## config.mk

```make
export PLATFORM = sky130hd
export DESIGN_NAME = bitmap_select_nth_set_bit_top
export DESIGN_NICKNAME = d
export VERILOG_FILES = /design/src/rtl/bsn_pkg.sv /design/src/rtl/bsn_pick.sv /design/src/rtl/bitmap_select_nth_set_bit_top.sv
export SDC_FILE = /design/constraint.sdc
export NUM_CORES = 2
export LEC_CHECK = 0
export ABC_AREA = 1
export BUFFER_PORTS_ARGS = -buffer_cell sky130_fd_sc_hd__buf_2
export CAP_MARGIN = 25
export CORE_ASPECT_RATIO = 0.9
export CORE_MARGIN = 5
export CORE_UTILIZATION = 50
export DETAILED_ROUTE_END_ITERATION = 8
export PLACE_DENSITY = 0.61
export SLEW_MARGIN = 20
export SYNTH_ARGS = -nofsm -noshare
export SYNTH_HDL_FRONTEND = slang
export SYNTH_SLANG_ARGS = --single-unit
export TNS_END_PERCENT = 100
```

## constraint.sdc

```tcl
create_clock -name clk -period 17.6 [get_ports clk]
set_input_delay 2.64 -clock clk [delete_from_list [all_inputs] [get_ports clk]]
set_output_delay 2.64 -clock clk [all_outputs]
set_load 0.01 [all_outputs]
```

## src/rtl/bsn_pkg.sv

```systemverilog
`timescale 1ns / 1ps

package bsn_pkg;

  localparam int WORDS     = 64;
  localparam int WORD_BITS = 32;

  localparam int WIDX_W = $clog2(WORDS);                 // word address
  localparam int BPOS_W = $clog2(WORD_BITS);             // bit position in a word
  localparam int CNT_W  = $clog2(WORD_BITS + 1);         // popcount of one word
  localparam int RANK_W = 12;
  localparam int USE_W  = 7;
  localparam int BIDX_W = 11;

  localparam logic CMD_WRITE  = 1'b0;
  localparam logic CMD_SELECT = 1'b1;

  typedef struct packed {
    logic                 cmd;
    logic [WIDX_W-1:0]    word_index;
    logic [WORD_BITS-1:0] word_data;
    logic [RANK_W-1:0]    rank;
  } in_word_t;

  typedef struct packed {
    logic              found;
    logic [BIDX_W-1:0] bit_index;
  } out_word_t;

  typedef struct packed {
    logic                 start;
    logic [WORD_BITS-1:0] word;
    logic [CNT_W-1:0]     rank;
  } pick_req_t;

  typedef struct packed {
    logic              done;
    logic [BPOS_W-1:0] pos;
  } pick_res_t;

  function automatic logic [CNT_W-1:0] popcount(input logic [WORD_BITS-1:0] v);
    logic [CNT_W-1:0] c;
    c = '0;
    for (int i = 0; i < WORD_BITS; i++) begin
      c = c + CNT_W'(v[i]);
    end
    return c;
  endfunction

endpackage

```

## src/rtl/bsn_pick.sv

```systemverilog
`timescale 1ns / 1ps

module bsn_pick (
  input  logic               clk,
  input  logic               rst_n,
  input  bsn_pkg::pick_req_t req,
  output bsn_pkg::pick_res_t res
);
  import bsn_pkg::*;

  localparam int STEP_W = $clog2(BPOS_W + 1);
  localparam logic [STEP_W-1:0] LAST_STEP = STEP_W'(BPOS_W - 1);
  localparam logic [BPOS_W-1:0] HALF      = BPOS_W'(WORD_BITS / 2);

  logic                 busy_r;
  logic [STEP_W-1:0]    step_r;
  logic [WORD_BITS-1:0] word_r, word_nxt;
  logic [CNT_W-1:0]     rank_r, rank_nxt;
  logic [BPOS_W-1:0]    pos_r, pos_nxt;
  logic [BPOS_W-1:0]    half_w;
  logic [WORD_BITS-1:0] mask_w;
  logic [CNT_W-1:0]     cnt_w;

  // binary search: count the low half of the window, then keep that half or skip it
  always_comb begin
    half_w   = HALF >> step_r;
    mask_w   = (WORD_BITS'(1) << half_w) - WORD_BITS'(1);
    cnt_w    = popcount(word_r & mask_w);
    word_nxt = word_r;
    rank_nxt = rank_r;
    pos_nxt  = pos_r;
    if (rank_r > cnt_w) begin
      word_nxt = word_r >> half_w;
      rank_nxt = rank_r - cnt_w;
      pos_nxt  = pos_r + half_w;
    end
  end

  always_ff @(posedge clk) begin
    if (!rst_n) begin
      busy_r <= 1'b0;
      step_r <= '0;
    end else if (req.start) begin
      busy_r <= 1'b1;
      step_r <= '0;
      word_r <= req.word;
      rank_r <= req.rank;
      pos_r  <= '0;
    end else if (busy_r) begin
      word_r <= word_nxt;
      rank_r <= rank_nxt;
      pos_r  <= pos_nxt;
      step_r <= step_r + STEP_W'(1);
      if (step_r == LAST_STEP) begin
        busy_r <= 1'b0;
      end
    end
  end

  assign res.done = busy_r && (step_r == LAST_STEP);
  assign res.pos  = pos_nxt;

endmodule

```

## src/rtl/bitmap_select_nth_set_bit_top.sv

```systemverilog
`timescale 1ns / 1ps

// Bitmap of 64 words of 32 bits, all clear after reset, with a select that finds the
// global index of the nth set bit among the first words_in_use words. A write word
// (cmd 0) stores one bitmap word and produces no result. A select word (cmd 1) scans
// the bitmap memory from word 0, one word read and popcounted per cycle through its
// single read port, then resolves the bit inside the hit word in five halving steps.
// A select that hits, or that runs out of set bits over the searched words, keeps busy
// high until its result; a zero rank or zero words in use never raises it. The result
// shows on out_word for exactly one cycle under out_strobe, in the same cycle that busy
// falls, so busy is already low then; the receiver cannot stall it, so it must take
// every strobed word. cfg_data (words_in_use, above 64 treated as 64) is written while
// the block is idle; cfg_ready is low during a select.
module bitmap_select_nth_set_bit_top (
  input  logic                   clk,
  input  logic                   rst_n,
  input  logic                   start,
  output logic                   busy,
  input  bsn_pkg::in_word_t      in_word,
  output logic                   out_strobe,
  output bsn_pkg::out_word_t     out_word,
  input  logic                   cfg_valid,
  output logic                   cfg_ready,
  input  logic [bsn_pkg::USE_W-1:0] cfg_data
);
  import bsn_pkg::*;

  localparam int TOT_W = $clog2(WORDS * WORD_BITS + 1);

  typedef enum logic [1:0] {ST_IDLE, ST_SCAN, ST_PICK} state_t;

  state_t               state_r;
  logic [USE_W-1:0]     words_in_use_r;
  logic [USE_W-1:0]     use_w;
  logic [WIDX_W-1:0]    w_r;
  logic [TOT_W-1:0]     total_r;
  logic [RANK_W-1:0]    rank_r;
  logic                 out_strobe_r;
  logic                 out_found_r;
  logic [BIDX_W-1:0]    out_idx_r;

  logic [WORD_BITS-1:0] mem [WORDS];
  logic [WORDS-1:0]     valid_r;
  logic [WORD_BITS-1:0] mem_q;
  logic                 valid_q;

  logic                 acc_wr, acc_sel, sel_empty;
  logic                 rd_en;
  logic [WIDX_W-1:0]    rd_addr;
  logic [WORD_BITS-1:0] word_cur;
  logic [CNT_W-1:0]     pop_cur;
  logic [TOT_W-1:0]     sum_cur;
  logic                 hit, last_word;
  pick_req_t            pick_req;
  pick_res_t            pick_res;

  assign busy      = (state_r != ST_IDLE);
  assign cfg_ready = !busy;
  assign use_w     = (words_in_use_r > USE_W'(WORDS)) ? USE_W'(WORDS) : words_in_use_r;

  always_comb begin
    acc_wr    = start && !busy && (in_word.cmd == CMD_WRITE);
    acc_sel   = start && !busy && (in_word.cmd == CMD_SELECT);
    sel_empty = (in_word.rank == '0) || (use_w == '0);
    // entries never written read as zero
    word_cur  = valid_q ? mem_q : '0;
    pop_cur   = popcount(word_cur);
    sum_cur   = total_r + TOT_W'(pop_cur);
    hit       = (RANK_W'(sum_cur) >= rank_r);
    last_word = ((USE_W'(w_r) + USE_W'(1)) == use_w);
    rd_en     = (acc_sel && !sel_empty) ||
                ((state_r == ST_SCAN) && !hit && !last_word);
    rd_addr   = (state_r == ST_SCAN) ? (w_r + WIDX_W'(1)) : '0;
    pick_req.start = (state_r == ST_SCAN) && hit;
    pick_req.word  = word_cur;
    pick_req.rank  = CNT_W'(rank_r - RANK_W'(total_r));
  end

  always_ff @(posedge clk) begin
    if (acc_wr) begin
      mem[in_word.word_index] <= in_word.word_data;
    end
    if (rd_en) begin
      mem_q <= mem[rd_addr];
    end
  end

  always_ff @(posedge clk) begin
    if (!rst_n) begin
      valid_r <= '0;
      valid_q <= 1'b0;
    end else begin
      if (acc_wr) begin
        valid_r[in_word.word_index] <= 1'b1;
      end
      if (rd_en) begin
        valid_q <= valid_r[rd_addr];
      end
    end
  end

  always_ff @(posedge clk) begin
    if (!rst_n) begin
      words_in_use_r <= USE_W'(WORDS);
    end else if (cfg_valid && cfg_ready) begin
      words_in_use_r <= cfg_data;
    end
  end

  bsn_pick u_pick (
    .clk   (clk),
    .rst_n (rst_n),
    .req   (pick_req),
    .res   (pick_res)
  );

  always_ff @(posedge clk) begin
    if (!rst_n) begin
      state_r      <= ST_IDLE;
      out_strobe_r <= 1'b0;
    end else begin
      out_strobe_r <= 1'b0;
      case (state_r)
        ST_IDLE: begin
          if (acc_sel) begin
            if (sel_empty) begin
              out_strobe_r <= 1'b1;
              out_found_r  <= 1'b0;
              out_idx_r    <= '0;
            end else begin
              state_r <= ST_SCAN;
              w_r     <= '0;
              total_r <= '0;
              rank_r  <= in_word.rank;
            end
          end
        end
        ST_SCAN: begin
          if (hit) begin
            state_r <= ST_PICK;
          end else if (last_word) begin
            // ran out of searched words
            out_strobe_r <= 1'b1;
            out_found_r  <= 1'b0;
            out_idx_r    <= '0;
            state_r      <= ST_IDLE;
          end else begin
            w_r     <= w_r + WIDX_W'(1);
            total_r <= sum_cur;
          end
        end
        ST_PICK: begin
          if (pick_res.done) begin
            out_strobe_r <= 1'b1;
            out_found_r  <= 1'b1;
            out_idx_r    <= BIDX_W'({w_r, pick_res.pos});
            state_r      <= ST_IDLE;
          end
        end
        default: begin
          state_r <= ST_IDLE;
        end
      endcase
    end
  end

  assign out_strobe         = out_strobe_r;
  assign out_word.found     = out_found_r;
  assign out_word.bit_index = out_idx_r;

  a_pick_only_in_pick: assert property (@(posedge clk) disable iff (!rst_n)
    pick_res.done |-> (state_r == ST_PICK))
    else $error("pick unit finished outside the pick phase");

  a_scan_in_range: assert property (@(posedge clk) disable iff (!rst_n)
    (state_r == ST_SCAN) |-> (USE_W'(w_r) < use_w))
    else $error("scan word beyond the words in use");

  a_miss_zero_index: assert property (@(posedge clk) disable iff (!rst_n)
    (out_strobe && !out_word.found) |-> (out_word.bit_index == '0))
    else $error("not-found result carries a nonzero bit index");

  a_write_no_busy: assert property (@(posedge clk) disable iff (!rst_n)
    (start && !busy && (in_word.cmd == CMD_WRITE)) |=> (!busy && !out_strobe))
    else $error("write word started a search or gave a result");

  a_pick_follows_hit: assert property (@(posedge clk) disable iff (!rst_n)
    ((state_r == ST_SCAN) && hit) |=> (state_r == ST_PICK))
    else $error("hit in scan did not enter the pick phase");

endmodule

```

==> impl_metrics.csv <==
group,metric,value,unit
logic_synthesis,synth_cell_types,43,
clock_tree,tritoncts,"yes",
clock_tree,root_buffer,"clkbuf_16",
pwr,clkPwrFrac,36.1,%
hold_path,hold_depth,2,
clock_tree,cts.repair.resized,0,
floorplan,die_w,466,um
status,status,"finished clean",
worst_setup_path,end_kind,"flop",
pwr,pwr-share-comb,16.4,%
layout,drive_gt1_share,8.46,%
pwr,switching_power,3.39,mW
sta,period_minus_slack,9.62,ns
layout,final_common_cell,"edfxtp_1",
floorplan,dieArea,0.196,mm2
grt,grtUsageTotal,27.7,%
sta,hold_ws,0.469,ns
sta,worstMarginPinSlew,1.18,ns
grt,grt_pass1_vias,57800,
logic_synthesis,syn_inst,7684,
pwr,p_per_area,122,mW/mm2
floorplan,std_cell_rows,150,
pwr,ir_worst_vdd,0.221,mV
pwr,seqPwrFrac,47.4,%
floorplan,die_h,421,um
routing,vias_per_cell,5.95,
routing,firstDrtPassIters,6,
floorplan,ioPinCount,77,
logic_synthesis,async_reset_ff_share,0,%
clock_tree,htree_levels,4,
pwr,leakage,33.8,nW
layout,stdcell_count,10300,
floorplan,coreArea,0.186,mm2
worst_setup_path,critPathSlowestCell,"inv_1",
routing,wl_per_cell,26.6,um
job,maxCapViolCount,0,
sta,grt_setup_unrepaired,"false",
grt,grt_max_degree,192,
clock_tree,cts_buffer_depth,3,
worst_setup_path,cp_max_fo,36,
grt,antenna_found_initial,13,
clock_tree,holdBufCountCts,0,
placement,dp.cells,9921,
worst_setup_path,critPathBufInv,10,
logic_synthesis,yosys_warnings,0,
clock_tree,cts_setup_buffers,0,
routing,drtAntennaViolNets,0,
grt,grt_pass1_wl,400,mm
hold_path,hp-class,"flop to flop",
logic_synthesis,ys.flop_type,"edfxtp_1",
layout,mostFrequentLayoutCells,"edfxtp_1, nor2_1, o21ai_0",
sta,max_freq,0.104,GHz
placement,routabilityCongestion,0.879,
sta,post-route-period-util,54.7,%
sta,slew_headroom,20.6,%
sta,skew,0.0466,ns
layout,fill_cells,15400,
clock_tree,clock_latency,0.87,ns
worst_setup_path,cpPeakStageDelay,0.66,ns
worst_setup_path,crit_required,18.07,ns
clock_tree,cts.sinks,2244,
worst_setup_path,r2r_cells,38,
grt,globalRouteOverflowTotal,0,
worst_setup_path,critPathTopFamily,"adder cells",
placement,io_buffers,76,
pwr,p_int,9.23,mW
logic_synthesis,synth.ff_latch_count,2244,
sta,setup_viol,0,
worst_setup_path,rrSetupSlack,7.98,ns
worst_setup_path,cp.arrival,10.09,ns
logic_synthesis,seq_area_frac_synth,71.1,%
logic_synthesis,syn_avg_cell_area,12.2,um2
routing,drtIter0Drc,7711,
sta,hold_viol_final,0,
logic_synthesis,syn_nets,7856,
layout,final_nets,7807,
routing,wirelength,275,mm
worst_setup_path,r2r_end,"u_pick.word_r[23]",
sta,slew_viol_final,0,
logic_synthesis,synth_enable_flop_cells,2165,
worst_setup_path,start_kind,"flop",
logic_synthesis,syn_area,0.0936,mm2
layout,area_growth,10.8,%
sta,fin_setup_tns,0,ns
routing,vias,61500,
placement,place_ws,7.89,ns
clock_tree,clk_pin_slew,0.06,ns
worst_setup_path,path_class,"flop to flop",
placement,dp_hpwl,144,mm
sta,final.setup.worst_slack,7.98,ns
pwr,total_power,12.6,mW
clock_tree,cts_buffers,220,
routing,drcViolationCount,0,
worst_setup_path,reg2reg_from,"u_pick.step_r[0]",
floorplan,initial_core_util,50.3,%
hold_path,min_from,"valid_r[22]",
hold_path,hold_end,"valid_r[22]",
pwr,switching_share,26.9,%
==> through the flow <==
step	cell area (um2)	util, %
finish	104000	55.8
global route	104000	55.8
CTS	104000	55.8
detailed placement	96800	52.1
global placement	96800	52.1
floorplan	93600	-
==> cell type report <==
type	count	area, um2	area share, %
Antenna cell	3	7.51	0.00723
Sequential cell	2244	66600	64.2
Clock inverter	127	1140	1.10
Clock buffer	283	5810	5.60
Tap cell	2508	3140	3.02
Timing Repair Buffer	236	1720	1.66
Multi-Input combinational cell	4677	24400	23.5
Inverter	256	980	0.944
==> state kept, by name, summed over array words and instances, names as in the netlist <==
register        cells
mem              2048
mem_q              32
out_found_r         1
out_idx_r          11
out_strobe          1
rank_r             12
state_r             2
total_r            12
u_pick.busy_r       1
u_pick.pos_r        5
u_pick.rank_r       6
u_pick.step_r       3
u_pick.word_r      32
valid_q             1
valid_r            64
w_r                 6
words_in_use_r      7
==> metal layers <==
| layer | GRT usage, % | vias up | share of wire [%] |
|---|---|---|---|
| li1 | - | 27700 | - |
| met1 | 41.0 | 30600 | 43 |
| met2 | 41.4 | 2740 | 44 |
| met3 | 5.22 | 427 | 9.0 |
| met4 | 9.44 | 4 | 3.4 |
| met5 | 0 | - | 0.0051 |
==> cell usage after synthesis (all sizes together) (57+ instances only) <==
| master | n | area, um2 |
|---|---|---|
| o21ai | 1124 | 5630 |
| o211ai | 500 | 3750 |
| o21bai | 65 | 488 |
| ha | 57 | 713 |
| clkbuf | 244 | 916 |
| dfxtp | 79 | 1580 |
| buf | 263 | 1300 |
| edfxtp | 2165 | 65000 |
| nor2 | 1650 | 6220 |
| inv | 254 | 953 |
| nand2 | 400 | 1510 |
| nand3 | 615 | 3080 |
==> power groups by stage <==
stage | Combinational, mW | Clock (mW) | Sequential (mW)
2_1_floorplan | 1.44 | 0 | 6.09
3_3_place_gp | 2.06 | 0 | 6.10
3_5_place_dp | 2.07 | 0 | 6.10
4_1_cts | 2.09 | 4.62 | 5.99
5_1_grt | 2.37 | 4.83 | 5.99
6_report | 2.08 | 4.56 | 5.99
==> logic make-up (layout without fill, tap and decap cells) <==
group | Yosys count | count (layout) | share of synthesized area [%]
AOI/OAI and AO/OA | 1793 | 1793 | 11.2
xor gates and xnor gates | 25 | 25 | 0.234
adders and majority gates | 110 | 110 | 1.89
buffers and inverters | 763 | 902 | 3.40
DFF | 2244 | 2244 | 71.1
muxes | 7 | 7 | 0.0748
other | 1 | 4 | 0.00401
and+or+nand+nor | 2741 | 2741 | 12.0
==> tightest hold or removal path, delay by kind of cell (launching register included) <==
kind,cells,cell delay [ns]
simple gates,2,0.12
flops,1,0.32
==> how the worst max path moves through the flow <==
stage                     start                end  slack, ns  depth (start not counted)
4_1_cts        u_pick.step_r[0]  u_pick.word_r[23]       7.86                         38
2_1_floorplan  u_pick.step_r[0]   u_pick.rank_r[0]       9.30                         36
3_3_place_gp   u_pick.step_r[0]  u_pick.word_r[24]       7.94                         37
3_5_place_dp   u_pick.step_r[0]  u_pick.word_r[23]       7.89                         38
6_report       u_pick.step_r[0]  u_pick.word_r[23]       7.98                         38
5_1_grt        u_pick.step_r[0]  u_pick.word_r[23]       7.23                         38
No activity file was read; power rests on OpenSTA's default activity.
